$ cat src/hdl/lfp_pkg.sv
// shared types and constants for the link frame parser
// used by lfp_parse and link_frame_parser_core; no dependencies
package lfp_pkg;

    localparam int SECTOR_BYTES = 512;
    localparam int POS_W        = 10;
    localparam int LEN_W        = 16;
    localparam int OFF_W        = 9;
    localparam int TDATA_W      = 112;

    localparam logic [7:0] SYNC_BYTE = 8'hAA;

    // frame type codes
    localparam logic [7:0] TYPE_CORE_ID  = 8'd1;
    localparam logic [7:0] TYPE_SKIP     = 8'd2;
    localparam logic [7:0] TYPE_JOYPAD   = 8'd3;
    localparam logic [7:0] TYPE_FLOP_WR  = 8'd4;
    localparam logic [7:0] TYPE_FLOP_RD  = 8'd5;
    localparam logic [7:0] TYPE_CD_REQ   = 8'd6;
    localparam logic [7:0] TYPE_TRACE    = 8'd9;

    // byte positions within a frame
    localparam logic [POS_W-1:0] POS_SYNC     = POS_W'(0);
    localparam logic [POS_W-1:0] POS_LEN_HI   = POS_W'(1);
    localparam logic [POS_W-1:0] POS_LEN_LO   = POS_W'(2);
    localparam logic [POS_W-1:0] POS_TYPE     = POS_W'(3);
    localparam logic [POS_W-1:0] POS_PAYLOAD  = POS_W'(4);
    localparam logic [POS_W-1:0] POS_HDR1_END = POS_W'(5);
    localparam logic [POS_W-1:0] POS_HDR2_END = POS_W'(6);
    localparam logic [POS_W-1:0] POS_HDR3_END = POS_W'(7);
    localparam logic [POS_W-1:0] POS_TRACE_0  = POS_W'(5);
    localparam logic [POS_W-1:0] POS_TRACE_END = POS_W'(4 + 1 + 8);
    localparam logic [POS_W-1:0] POS_TRACE_FIN = POS_W'(4 + 8);
    localparam logic [POS_W-1:0] POS_SECTOR_FIN = POS_W'(6 + SECTOR_BYTES - 1);

    typedef enum logic [2:0] {
        KIND_CORE_ID  = 3'd0,
        KIND_JOYPAD   = 3'd1,
        KIND_FLOP_WR  = 3'd2,
        KIND_FLOP_RD  = 3'd3,
        KIND_CD_REQ   = 3'd4,
        KIND_TRACE    = 3'd5
    } kind_t;

    typedef struct packed {
        kind_t             kind;
        logic [7:0]        core_ident;
        logic [15:0]       pad_one;
        logic [15:0]       pad_two;
        logic              drive_sel;
        logic [14:0]       sector_num;
        logic [OFF_W-1:0]  byte_offset;
        logic [7:0]        data_out;
        logic              audio_flag;
        logic [23:0]       block_addr;
        logic [7:0]        trace_label;
        logic              last;
    } res_t;

endpackage

$ cat src/hdl/lfp_parse.sv
// frame state and per-byte decode of the link frame parser
// depends on lfp_pkg
module lfp_parse (
    input  logic                clk,
    input  logic                rst_n,
    input  logic                step,
    input  logic [7:0]          rx_byte,
    output logic                res_valid,
    output lfp_pkg::res_t       res
);

    logic [lfp_pkg::POS_W-1:0] frame_pos_reg, frame_pos_next;
    logic [lfp_pkg::LEN_W-1:0] frame_len_reg, frame_len_next;
    logic [7:0]                frame_type_reg, frame_type_next;
    logic [7:0]                trace_tag_reg, trace_tag_next;
    logic [7:0]                hdr_reg [3];
    logic [7:0]                hdr_next [3];

    logic [lfp_pkg::POS_W-1:0] pos_inc;
    logic [lfp_pkg::POS_W-1:0] off_floppy;
    logic [lfp_pkg::POS_W-1:0] off_trace;
    logic [lfp_pkg::LEN_W:0]   skip_end;

    assign pos_inc    = frame_pos_reg + lfp_pkg::POS_W'(1);
    assign off_floppy = frame_pos_reg - lfp_pkg::POS_HDR2_END;
    assign off_trace  = frame_pos_reg - lfp_pkg::POS_TRACE_0;
    assign skip_end   = {1'b0, frame_len_reg} + (lfp_pkg::LEN_W + 1)'(2);

    always_comb
    begin
        frame_pos_next  = frame_pos_reg;
        frame_len_next  = frame_len_reg;
        frame_type_next = frame_type_reg;
        trace_tag_next  = trace_tag_reg;
        hdr_next        = hdr_reg;
        res_valid       = 1'b0;
        res             = '0;

        if (frame_pos_reg == lfp_pkg::POS_SYNC)
        begin
            if (rx_byte == lfp_pkg::SYNC_BYTE)
                frame_pos_next = pos_inc;
        end
        else if (frame_pos_reg == lfp_pkg::POS_LEN_HI)
        begin
            frame_len_next = {rx_byte, 8'h00};
            frame_pos_next = pos_inc;
        end
        else if (frame_pos_reg == lfp_pkg::POS_LEN_LO)
        begin
            frame_len_next = {frame_len_reg[15:8], rx_byte};
            frame_pos_next = pos_inc;
        end
        else if (frame_pos_reg == lfp_pkg::POS_TYPE)
        begin
            frame_type_next = rx_byte;
            frame_pos_next  = pos_inc;
        end
        else
        begin
            case (frame_type_reg) inside
                lfp_pkg::TYPE_CORE_ID:
                begin
                    res_valid      = 1'b1;
                    res.kind       = lfp_pkg::KIND_CORE_ID;
                    res.core_ident = rx_byte;
                    frame_pos_next = lfp_pkg::POS_SYNC;
                end
                lfp_pkg::TYPE_SKIP:
                begin
                    if ({7'd0, frame_pos_reg} >= skip_end)
                        frame_pos_next = lfp_pkg::POS_SYNC;
                    else
                        frame_pos_next = pos_inc;
                end
                lfp_pkg::TYPE_JOYPAD, lfp_pkg::TYPE_CD_REQ:
                begin
                    if (frame_pos_reg < lfp_pkg::POS_HDR3_END)
                    begin
                        // positions 4..6 land in slots 0..2
                        hdr_next[frame_pos_reg[1:0]] = rx_byte;
                        frame_pos_next = pos_inc;
                    end
                    else
                    begin
                        res_valid      = 1'b1;
                        frame_pos_next = lfp_pkg::POS_SYNC;
                        if (frame_type_reg == lfp_pkg::TYPE_JOYPAD)
                        begin
                            res.kind    = lfp_pkg::KIND_JOYPAD;
                            res.pad_one = {hdr_reg[0], hdr_reg[1]};
                            res.pad_two = {hdr_reg[2], rx_byte};
                        end
                        else
                        begin
                            res.kind       = lfp_pkg::KIND_CD_REQ;
                            res.audio_flag = hdr_reg[0][0];
                            res.block_addr = {hdr_reg[1], hdr_reg[2], rx_byte};
                        end
                    end
                end
                lfp_pkg::TYPE_FLOP_WR:
                begin
                    if (frame_pos_reg < lfp_pkg::POS_HDR2_END)
                    begin
                        hdr_next[{1'b0, frame_pos_reg[0]}] = rx_byte;
                        frame_pos_next = pos_inc;
                    end
                    else
                    begin
                        res_valid       = 1'b1;
                        res.kind        = lfp_pkg::KIND_FLOP_WR;
                        res.drive_sel   = hdr_reg[0][7];
                        res.sector_num  = {hdr_reg[0][6:0], hdr_reg[1]};
                        res.byte_offset = off_floppy[lfp_pkg::OFF_W-1:0];
                        res.data_out    = rx_byte;
                        res.last        = (frame_pos_reg == lfp_pkg::POS_SECTOR_FIN);
                        if (res.last)
                            frame_pos_next = lfp_pkg::POS_SYNC;
                        else
                            frame_pos_next = pos_inc;
                    end
                end
                lfp_pkg::TYPE_FLOP_RD:
                begin
                    if (frame_pos_reg < lfp_pkg::POS_HDR1_END)
                    begin
                        hdr_next[0]    = rx_byte;
                        frame_pos_next = pos_inc;
                    end
                    else
                    begin
                        res_valid      = 1'b1;
                        res.kind       = lfp_pkg::KIND_FLOP_RD;
                        res.drive_sel  = hdr_reg[0][7];
                        res.sector_num = {hdr_reg[0][6:0], rx_byte};
                        frame_pos_next = lfp_pkg::POS_SYNC;
                    end
                end
                lfp_pkg::TYPE_TRACE:
                begin
                    if (frame_pos_reg == lfp_pkg::POS_PAYLOAD)
                    begin
                        trace_tag_next = rx_byte;
                        frame_pos_next = pos_inc;
                    end
                    else if (frame_pos_reg < lfp_pkg::POS_TRACE_END)
                    begin
                        res_valid       = 1'b1;
                        res.kind        = lfp_pkg::KIND_TRACE;
                        res.byte_offset = off_trace[lfp_pkg::OFF_W-1:0];
                        res.data_out    = rx_byte;
                        res.trace_label = trace_tag_reg;
                        res.last        = (frame_pos_reg == lfp_pkg::POS_TRACE_FIN);
                        if (res.last)
                            frame_pos_next = lfp_pkg::POS_SYNC;
                        else
                            frame_pos_next = pos_inc;
                    end
                    else
                    begin
                        frame_pos_next = lfp_pkg::POS_SYNC;
                    end
                end
                default:
                begin
                    // unknown type: back to hunting
                    frame_pos_next = lfp_pkg::POS_SYNC;
                end
            endcase
        end
    end

    always_ff @(posedge clk or negedge rst_n)
    begin
        if (!rst_n)
        begin
            frame_pos_reg  <= '0;
            frame_len_reg  <= '0;
            frame_type_reg <= '0;
            trace_tag_reg  <= '0;
        end
        else if (step)
        begin
            frame_pos_reg  <= frame_pos_next;
            frame_len_reg  <= frame_len_next;
            frame_type_reg <= frame_type_next;
            trace_tag_reg  <= trace_tag_next;
        end
    end

    // header bytes are always written before they are read within a frame
    always_ff @(posedge clk)
    begin
        if (step)
            hdr_reg <= hdr_next;
    end

endmodule

$ cat src/hdl/link_frame_parser_core.sv
// link frame parser: input byte register, frame decode, result register
// bytes wait in the input register for a free result slot; results are then registered
// throughput: one byte per cycle unless the result side stalls; each stage holds one item
// reset (rst_n low, asynchronous): both stages empty, parser hunting for the sync byte
// depends on lfp_pkg and lfp_parse
module link_frame_parser_core (
    input  logic                         clk,
    input  logic                         rst_n,
    input  logic                         s_tvalid,
    output logic                         s_tready,
    input  logic [7:0]                   s_tdata,   // rx_byte[7:0]
    output logic                         m_tvalid,
    input  logic                         m_tready,
    output logic [lfp_pkg::TDATA_W-1:0]  m_tdata,   // core_ident, pad_one, pad_two,
                                                    // drive_sel, sector_num, byte_offset,
                                                    // data_out, audio_flag, block_addr,
                                                    // trace_label, zero fill
    output logic [2:0]                   m_tuser,   // kind
    output logic                         m_tlast
);

    logic          in_valid_reg;
    logic [7:0]    in_byte_reg;
    logic          in_take;
    logic          out_valid_reg;
    lfp_pkg::res_t out_res_reg;
    logic          res_valid;
    lfp_pkg::res_t res;

    // the input stage moves on when the result slot is free or being drained
    assign in_take  = in_valid_reg && (!out_valid_reg || m_tready);
    assign s_tready = !in_valid_reg || in_take;

    lfp_parse u_parse (
        .clk       (clk),
        .rst_n     (rst_n),
        .step      (in_take),
        .rx_byte   (in_byte_reg),
        .res_valid (res_valid),
        .res       (res)
    );

    always_ff @(posedge clk or negedge rst_n)
    begin
        if (!rst_n)
        begin
            in_valid_reg  <= 1'b0;
            out_valid_reg <= 1'b0;
        end
        else
        begin
            if (s_tready)
                in_valid_reg <= s_tvalid;
            if (in_take)
                out_valid_reg <= res_valid;
            else if (m_tready)
                out_valid_reg <= 1'b0;
        end
    end

    always_ff @(posedge clk)
    begin
        if (s_tvalid && s_tready)
            in_byte_reg <= s_tdata;
        if (in_take && res_valid)
            out_res_reg <= res;
    end

    assign m_tvalid = out_valid_reg;
    assign m_tuser  = out_res_reg.kind;
    assign m_tlast  = out_res_reg.last;
    assign m_tdata  = {6'd0,
                       out_res_reg.trace_label,
                       out_res_reg.block_addr,
                       out_res_reg.audio_flag,
                       out_res_reg.data_out,
                       out_res_reg.byte_offset,
                       out_res_reg.sector_num,
                       out_res_reg.drive_sel,
                       out_res_reg.pad_two,
                       out_res_reg.pad_one,
                       out_res_reg.core_ident};

    // a held input byte is not lost or changed while the result slot is blocked
    a_in_hold: assert property (@(posedge clk) disable iff (!rst_n)
        (in_valid_reg && !in_take) |=> (in_valid_reg && $stable(in_byte_reg)))
        else $error("input stage dropped or changed a stalled item");

    // only floppy write and trace items carry a last flag
    a_last_kind: assert property (@(posedge clk) disable iff (!rst_n)
        (m_tvalid && m_tlast) |->
            (m_tuser == lfp_pkg::KIND_FLOP_WR || m_tuser == lfp_pkg::KIND_TRACE))
        else $error("last flag on an item kind that has no data run");

    // no kind beyond trace is ever produced
    a_kind_range: assert property (@(posedge clk) disable iff (!rst_n)
        m_tvalid |-> (m_tuser <= lfp_pkg::KIND_TRACE))
        else $error("result kind out of range");

    // trace offsets stay within the eight payload bytes
    a_trace_off: assert property (@(posedge clk) disable iff (!rst_n)
        (m_tvalid && m_tuser == lfp_pkg::KIND_TRACE) |->
            (out_res_reg.byte_offset < lfp_pkg::OFF_W'(8)))
        else $error("trace byte offset out of range");

endmodule

$ cat config.mk
export PLATFORM = sky130hd
export DESIGN_NAME = link_frame_parser_core
export DESIGN_NICKNAME = d
export VERILOG_FILES = /design/src/hdl/lfp_pkg.sv /design/src/hdl/lfp_parse.sv /design/src/hdl/link_frame_parser_core.sv
export SDC_FILE = /design/constraint.sdc
export NUM_CORES = 1
export LEC_CHECK = 0
export BUFFER_PORTS_ARGS = -buffer_cell sky130_fd_sc_hd__buf_2
export CAP_MARGIN = 20
export CORE_MARGIN = 2
export CORE_UTILIZATION = 57
export DETAILED_ROUTE_END_ITERATION = 6
export GPL_ROUTABILITY_DRIVEN = 0
export GPL_TIMING_DRIVEN = 0
export HOLD_SLACK_MARGIN = 0.03
export PLACE_DENSITY = 0.83
export SETUP_SLACK_MARGIN = 0.4
export SYNTH_ARGS = -nofsm -noshare
export SYNTH_HDL_FRONTEND = slang
export SYNTH_SLANG_ARGS = --single-unit
$ cat constraint.sdc
create_clock -name clk -period 9.7 [get_ports clk]
set_input_delay 1.94 -clock clk [delete_from_list [all_inputs] [get_ports clk]]
set_output_delay 1.94 -clock clk [all_outputs]
set_load 0.005 [all_outputs]
# After elaboration in Yosys (flattened, before gate mapping)
# Index checks and enable logic that the tools add are counted.
# W data, S select, Z words.
dict set report word_totals {
  ff_bits 186
  input_bits 12
  out_inout_bits 118
  wordCells 174
}
dict set report op_classes {
  n_addsub 4
  magnitude_cmp 9
  n_eq_ne 17
  mux 77
  n_bitwise 14
  reduce_logical 30
}
# cell n
set op_table {}
lappend op_table {{$mux W10} 19}
lappend op_table {{$mux W16} 6}
lappend op_table {{$mux W17} 5}
lappend op_table {{$mux W8} 7}
lappend op_table {{$bwmux W24} 2}
lappend op_table {{$mux W24} 2}
lappend op_table {{$mux W33} 1}
lappend op_table {{$demux W8 S2} 2}
lappend op_table {{$lt A10 B3 Y1 const B} 3}
lappend op_table {{$eq A8 B3 Y1 const B} 3}
lappend op_table {{$mux W3} 8}
lappend op_table {{$mux W1} 23}
lappend op_table {{$eq A10 B2 Y1 const B} 2}
lappend op_table {{$reduce_or A9 Y1} 2}
lappend op_table {{$sub A9 B3 Y9 const B} 2}
lappend op_table {{$add A16 B2 Y17 const B} 1}
lappend op_table {{$ge A10 B17 Y1} 1}
lappend op_table {{$eq A8 B2 Y1 const B} 2}
lappend op_table {{$reduce_or A13 Y1} 1}
lappend op_table {{$not A1 Y1} 12}
lappend op_table {{$reduce_and A12 Y1} 1}
lappend op_table {{$reduce_and A11 Y1} 1}
lappend op_table {{$add A10 B1 Y10 const B} 1}
lappend op_table {{$eq A10 B1 Y1 const B} 1}
lappend op_table {{29 further kinds} 43}

# Logic depth before layout (Yosys ltp)
# Gate-level depths: netlist of the first run.
dict set report depth {
  ltp_word 14
  ltp_mapped 11
  depth_no_buf 11
}

# Cells and area by module
# From an unflattened synthesis of the first run, not the netlist that was laid out.
dict set report hier_totals {
  cells_unflattened 649
  hier_area_um2 8414.3
}
# module instances cells_each area_per_inst_um2 seq_area_each_um2
set modules_own_cells {}
lappend modules_own_cells {lfp_parse 1 514 4713.3 1771.7}
lappend modules_own_cells {link_frame_parser_core 1 135 3701.0 3593.4}

# Worst setup path before layout of the first run
# No wires, ideal clock.
dict set report synth_path {
  path_type {input to register}
  startpoint {input port m_tready}
  endpoint {register out_res_reg, in the netlist m_tdata[0], enable pin}
  setup_time_ps 642
  t_arrival_ps 8088
  t_required_ps 9058
  path_slack_ps 970
  cell_stages 5
  n_path_buf 0
  path_cell_list {inv_1 > nand2_1 > nand2_1 > or2_2 > a41oi_1}
}
dict set report synth_via {
  elab_chain_len 3
}
# element line_no
set synth_lines {}
lappend synth_lines {{start: declaration} link_frame_parser_core.sv:13} ;# input logic m_tready,
lappend synth_lines {{$logic_or A1 B1 Y1} link_frame_parser_core.sv:31} ;# assign in_take = in_valid_reg && (!out_valid_reg || m_tready);
lappend synth_lines {{$logic_and A1 B1 Y1} link_frame_parser_core.sv:31}
lappend synth_lines {{$logic_and A1 B1 Y1} link_frame_parser_core.sv:65} ;# if (in_take && res_valid)
lappend synth_lines {{end signal: assignment} link_frame_parser_core.sv:66} ;# out_res_reg <= res;
lappend synth_lines {{end: declaration} link_frame_parser_core.sv:26} ;# lfp_pkg::res_t out_res_reg;
# Every way passes these cells.
# A chain may end at the register's enable or synchronous reset.

# Worst setup path in the final report of the first run
dict set report layout_path {
  startpoint {register u_parse.frame_pos_reg[0] (netlist bit)}
  endpoint {register out_res_reg, in the netlist m_tdata[5], enable pin}
}
dict set report layout_via {
  elab_chain_len 14
  elab_cells_between_ends 25
  cone_classes {order compare: 4; eq/ne: 4; mux: 15; reduce/logical: 2}
}
# element line_no
set layout_lines {}
lappend layout_lines {{start: declaration} lfp_parse.sv:12} ;# logic [lfp_pkg::POS_W-1:0] frame_pos_reg, frame_pos_next;
lappend layout_lines {{start signal: assignment} lfp_parse.sv:185} ;# frame_pos_reg <= frame_pos_next;
lappend layout_lines {{$lt A10 B4 Y1} lfp_parse.sv:147} ;# else if (frame_pos_reg < lfp_pkg::POS_TRACE_END)
lappend layout_lines {{$mux W1} lfp_parse.sv:147}
lappend layout_lines {{$mux W1} lfp_parse.sv:142} ;# if (frame_pos_reg == lfp_pkg::POS_PAYLOAD)
lappend layout_lines {{$mux W1 (6 in a row)} lfp_parse.sv:61} ;# case (frame_type_reg) inside
lappend layout_lines {{$mux W1} lfp_parse.sv:54} ;# else if (frame_pos_reg == lfp_pkg::POS_TYPE)
lappend layout_lines {{$mux W1} lfp_parse.sv:49} ;# else if (frame_pos_reg == lfp_pkg::POS_LEN_LO)
lappend layout_lines {{$mux W1} lfp_parse.sv:44} ;# else if (frame_pos_reg == lfp_pkg::POS_LEN_HI)
lappend layout_lines {{$mux W1 (*)} lfp_parse.sv:39} ;# if (frame_pos_reg == lfp_pkg::POS_SYNC)
lappend layout_lines {{$logic_and A1 B1 Y1 (*)} link_frame_parser_core.sv:65}
# Mark *: on every way between the ends. The rest lies on a longest branch, timed or not.

==> results of run 1 <==
## final timing paths
kind	startpoint	to	slack, ps	cells past startpoint
max	u_parse.frame_pos_reg[0]$_DFFE_PN0P_	m_tdata[5]$_SDFFCE_PP0P_	5230	12
max reg2reg	u_parse.frame_pos_reg[0]$_DFFE_PN0P_	m_tdata[5]$_SDFFCE_PP0P_	5230	12
min reg2reg	u_parse.trace_tag_reg[0]$_DFFE_PN0P_	u_parse.trace_tag_reg[0]$_DFFE_PN0P_	500	1
min	u_parse.trace_tag_reg[0]$_DFFE_PN0P_	u_parse.trace_tag_reg[0]$_DFFE_PN0P_	500	1
max in group asynchronous	rst_n	u_parse.frame_pos_reg[1]$_DFFE_PN0P_	7960	2
min in group asynchronous	rst_n	u_parse.trace_tag_reg[3]$_DFFE_PN0P_	1300	1
## synth_stat cells (9+ instances only)
library cell | instances | share of area [%]
edfxtp_1 | 142 | 50
ha_1 | 18 | 2.7
xnor2_1 | 9 | 0.93
a21o_1 | 10 | 0.89
a21oi_1 | 18 | 1.1
nand3_1 | 14 | 0.83
and3_1 | 10 | 0.74
nand4_1 | 9 | 0.67
clkbuf_1 | 30 | 1.3
nand2_1 | 36 | 1.6
a22oi_1 | 9 | 0.80
o21ai_0 | 14 | 0.83
mux2_2 | 18 | 2.4
and2_1 | 101 | 7.5
dfrtp_1 | 44 | 13
nor2_1 | 29 | 1.3
nor2b_1 | 13 | 0.96
inv_1 | 12 | 0.53
## cell families (layout without fill, tap and decap cells)
logic type / count (synthesis) / count (layout)
compound gates: 83 / 83
xor+xnor: 16 / 16
fa+ha+maj: 18 / 18
buf+inv: 55 / 218
flops: 186 / 186
mux: 30 / 30
other cells: 1 / 6
simple gates: 261 / 261
## cells in the final DEF (no fill, tap or decap), types with 12 or more instances in the layout
master	n
nand2_1	36
a21oi_1	18
dfrtp_1	44
mux2_2	18
edfxtp_1	142
nor2b_1	13
and2_1	101
buf_2	126
nand3_1	14
clkbuf_1	31
ha_1	18
inv_1	12
nor2_1	29
o21ai_0	14
clkbuf_16	21
## worst max-delay path, cell delays in order (launching register included)
cell and delay [ps]:
dfrtp_1 380, clkbuf_1 410, inv_1 240, ha_1 320
nand2b_1 190, o311ai_0 460, and4_1 290, clkbuf_1 400
nor2_1 180, a41oi_4 610, buf_16 260, buf_12 210
buf_16 190
## metrics by stage
| step | total power, mW | TNS, ps | instances | hold WS, ps |
|---|---|---|---|---|
| final | 2.47 | 0 | 1002 | 501 |
| after global routing | 2.60 | 0 | 1002 | 529 |
| after CTS | 2.46 | 0 | 999 | 507 |
| after detailed placement | 1.73 | 0 | 967 | 491 |
| after global placement | 1.70 | -118560 | 962 | 485 |
| after floorplan | 1.55 | 0 | 655 | 472 |
## cell type report
cell class / count / area, sq um
plain buffers: 42 / 201
clock buffers: 22 / 529
clock inverters: 10 / 110
fillers: 925 / 4370
inverters: 13 / 48.8
multi-input cells: 414 / 2870
flip-flops and latches: 186 / 5370
well taps: 184 / 230
repair buffers: 131 / 761
## per-layer routing
metal,track usage [%],wire [um]
met4,11.0,546
met3,5.61,1320
met2,40.8,9510
met5,0,0
met1,31.4,7280
## power breakdown
group | internal [mW] | total (mW) | switching [mW]
clock | 0.423 | 0.736 | 0.313
sequential | 0.948 | 1.01 | 0.0589
combinational | 0.287 | 0.725 | 0.438
total | 1.66 | 2.47 | 0.809
==> results_dict.tcl, run 1 <==
set metrics [dict create \
    die_x_um 126 \
    vdd_drop_max_v 0.000160 \
    finalCritPeriodShare_pct 46.1 \
    syn_inst 650 \
    drt_iter0_markers 427 \
    row_count 44 \
    synth_fa_ha_area_share_pct 2.67 \
    fmax_ghz 0.224 \
    ys_types 64 \
    post_dp_cell_area_sq_mm 0.00944 \
    synth_top_family_by_area "simple AND/OR/NAND/NOR gates" \
    layout_setup_ws_ps 5230 \
    clockBufferDepth 2 \
    clock_sinks 186 \
    rsz0062_at_grt "no" \
    synth_compound_area_share_pct 6.84 \
    numCtsBuffers 17 \
    area_growth_pct 19.7 \
    vias_per_cell 5.77 \
    start_kind "flip-flop" \
    synth_area_sq_mm 0.00845 \
    fp.dieH_um 126 \
    critPathCaptureType "flip-flop" \
    crit_type "flip-flop to flip-flop" \
    ys.warnings.count 0 \
    async_flop_share_pct 23.7 \
    post-route-min-period_ps 4470 \
    synth_edf_count 142 \
    layout.nets 835 \
    drive_gt1_share_pct 25.7 \
    powerDensity_mw_per_mm2 244 \
    pre_cts_ws_ps 5280 \
    synth-simple-area-share_pct 18.0 \
    dp_hpwl_mm 12.9 \
    critPathMaxFanout 27 \
    hold_viol 0 \
    grt_pass1_vias 5701 \
    tightest_slew_ps 1070 \
    drc_errors 0 \
    clk_pin_slew_worst_paths_ps 80 \
    cp.required_ps 9840 \
    initial_core_util_pct 58.3 \
    cts_tree "yes" \
    clk_latency_ps 450 \
    wl_mm 18.7 \
    maxCapViolCount 0 \
    holdCritPathClass "flip-flop to flip-flop" \
    root_buffer "clkbuf_16" \
    largest_register_ffs 106 \
    dr_total_vias 5782 \
    critical_path_arrival_ps 4610 \
    postRouteAntennaNets 0 \
    core_sq_mm 0.0145 \
    htreeDepth 4 \
    leakage_nw 4.47 \
    synthMuxAreaShare_pct 4.30 \
    antenna_found_initial 0 \
    avgSynthCellArea_sq_um 13.0 \
    finClkSkew_ps 15.6 \
    grt_max_degree 45 \
    cts_resized 0 \
    cts_hold_buf 0 \
    io_pins 130 \
    wl_per_cell_um 18.6 \
    dr.pass1.iters 5 \
    final_area_sq_mm 0.0101 \
    grt_usage_pct 24.7 \
    utilization_pct 69.8 \
    dieArea_sq_mm 0.0158 \
    yosysSeqAreaShare_pct 63.5 \
    synth-seq-cells 186 \
    grt_pass1_wl_mm 30.2 \
    port_buffers 123 \
    gr-total-overflow 0 \
    setup_viol 0 \
    status "completed" \
    slew_headroom_pct 28.4 \
    synth_flop_cell "edfxtp_1" \
    post-cts-setup-buffers 0 \
    antenna_cells 0 \
    slew_violations 0 \
    synth_xor_area_share_pct 1.66 \
]
(Power assumes the default switching activity.)
==> inputs of run 2 (changes only) <==
- CORE_UTILIZATION: 57 -> 51
- PLACE_DENSITY: 0.83 -> 0.79
- clock period: 9.7 -> 4.1 ns (I/O delays scaled with it)
==> run 2 against run 1 <==
- critical path depth fell by 6
- utilization down 8.1 points
- cell area grew 0.25%
- fmax is 34% higher
- flip-flop and latch count is the same
- total power grew 130%
- largest power group unchanged
- global-route usage fell by 3.7 points
- wire length shrank 4.6%
- final cell count up 3.5%
- first-iteration DRC count decreased by 2.6%
==> results_dict.tcl, run 2 (synthesis results as in run 1) <==
set metrics [dict create \
    status "completed" \
    crit_type "flip-flop to flip-flop" \
    fmax_ghz 0.301 \
    wl_mm 17.8 \
    clk_latency_ps 440 \
    cts_hold_buf 0 \
    worst-path-buf-inv 1 \
    critical_path.top_delay_family "simple AND/OR/NAND/NOR gates" \
    numCtsBuffers 17 \
    root_buffer "clkbuf_16" \
    antenna_cells 0 \
    dr_total_vias 5514 \
    cp.required_ps 4150 \
    final_cell_mix "edfxtp_1, buf_2, and2_1" \
    slew_violations 0 \
    dp_cells 1002 \
    drt_iter0_markers 416 \
    powerDensity_mw_per_mm2 562 \
    gr-total-overflow 0 \
    post-route-min-period_ps 3330 \
    initial_core_util_pct 51.5 \
    worstPathCellList "nor4_2, nand3_1, nor2b_1, clkbuf_1, a21oi_1, nor3_1" \
    antenna_found_initial 0 \
    drive_gt1_share_pct 26.7 \
    largest_register_ffs 106 \
    postRouteAntennaNets 0 \
    clockBufferDepth 2 \
    rsz0062_at_grt "no" \
    grt_max_degree 45 \
    max_stage_delay_ps 790 \
    io_pins 130 \
    row_count 47 \
    finClkSkew_ps 8.75 \
    worstSetupStartpoint "u_parse.frame_type_reg[5]$_DFFE_PN0P_" \
    grt_pass1_vias 5399 \
    dieArea_sq_mm 0.0176 \
    area_growth_pct 20.0 \
    dr.pass1.iters 5 \
    setup_viol 0 \
    drc_errors 0 \
    dp_hpwl_mm 12.2 \
    clk_pin_slew_worst_paths_ps 70 \
    htreeDepth 4 \
    clock_sinks 186 \
    grt_usage_pct 20.9 \
    final_common_cell "edfxtp_1" \
    vdd_drop_max_v 0.000407 \
    rr_endpoint "u_parse.hdr_reg[14]$_DFFE_PP_" \
    die_x_um 133 \
    final_area_sq_mm 0.0101 \
    grt_pass1_wl_mm 28.4 \
    critPathMaxFanout 10 \
    vias_per_cell 5.32 \
    fin_total_pwr_mw 5.69 \
    core_sq_mm 0.0164 \
    tightest_slew_ps 1130 \
    slew_headroom_pct 24.2 \
    holdCritPathClass "primary input to async pin" \
    layout.nets 834 \
    layout_setup_ws_ps 774 \
    fp.dieH_um 133 \
    rrSetupSlack_ps 770 \
    port_buffers 123 \
    maxCapViolCount 0 \
    setup_tns_ps 0 \
    critPathCaptureType "flip-flop" \
    final_cells 1037 \
    critical_path_arrival_ps 3380 \
    wl_per_cell_um 17.2 \
    start_kind "flip-flop" \
    r2r_start "u_parse.frame_type_reg[5]$_DFFE_PN0P_" \
    hold_viol 0 \
    ff2ff_path_depth 6 \
    slowest_stage "nor3_1" \
    finalCritPeriodShare_pct 81.1 \
    pre_cts_ws_ps 221 \
    post_dp_cell_area_sq_mm 0.00954 \
    cts_tree "yes" \
    leakage_nw 4.45 \
]
==> run 2: worst max path at each step <==
stage | slack (ps) | to | cells past startpoint
floorplan | -100 | m_tdata[0]$_SDFFCE_PP0P_ | 9
global placement | -1180 | m_tdata[6]$_SDFFCE_PP0P_ | 6
detailed placement | 220 | m_tdata[104]$_SDFFCE_PP0P_ | 10
CTS | 720 | u_parse.hdr_reg[19]$_DFFE_PP_ | 7
global route | 510 | u_parse.hdr_reg[14]$_DFFE_PP_ | 6
finish | 770 | u_parse.hdr_reg[14]$_DFFE_PP_ | 6
==> run 2: what timing repair did <==
action | CTS | global route
setup endpoints to repair | 29 | 0
buffers inserted | 1 | 0
resized for setup | 0 | 0
==> run 2: power breakdown <==
group | internal [mW] | total (mW) | switching [mW]
Clock | 0.849 | 1.57 | 0.726
Combinational | 0.704 | 1.74 | 1.03
Sequential | 2.24 | 2.38 | 0.137
==> run 2: layer usage <==
metal	part of all wire (%)	vias up	routed length, um	GRT usage, %
met2	50	204	8870	35.4
li1	-	2655	-	-
met5	0	-	0	0
met3	5.3	21	938	4.06
met1	43	2634	7670	27.1
met4	1.7	0	304	7.53
==> run 2: metrics by stage <==
step,hold slack (ps),util [%]
6_report,233,61.8
5_1_grt,233,61.8
4_1_cts,505,61.6
3_5_place_dp,489,58.2
3_3_place_gp,483,57.5
2_1_floorplan,472,-
==> run 2: final cells by class <==
cell class                      count  area, sq um
Timing Repair Buffer              130          751
Buffer                             42          221
Tap cell                          220          275
Inverter                           13         53.8
Clock buffer                       18          429
Sequential cell                   186         5370
Multi-Input combinational cell    414         2910
Fill cell                        1229         6270
Clock inverter                     14          134
==> run 2: worst register-to-register path, delay by kind of cell, from the launching register on <==
family	cells	cell delay, ps
and+or+nand+nor	4	2080
DFF	1	390
buffers and inverters	1	370
AOI/OAI and AO/OA	1	110
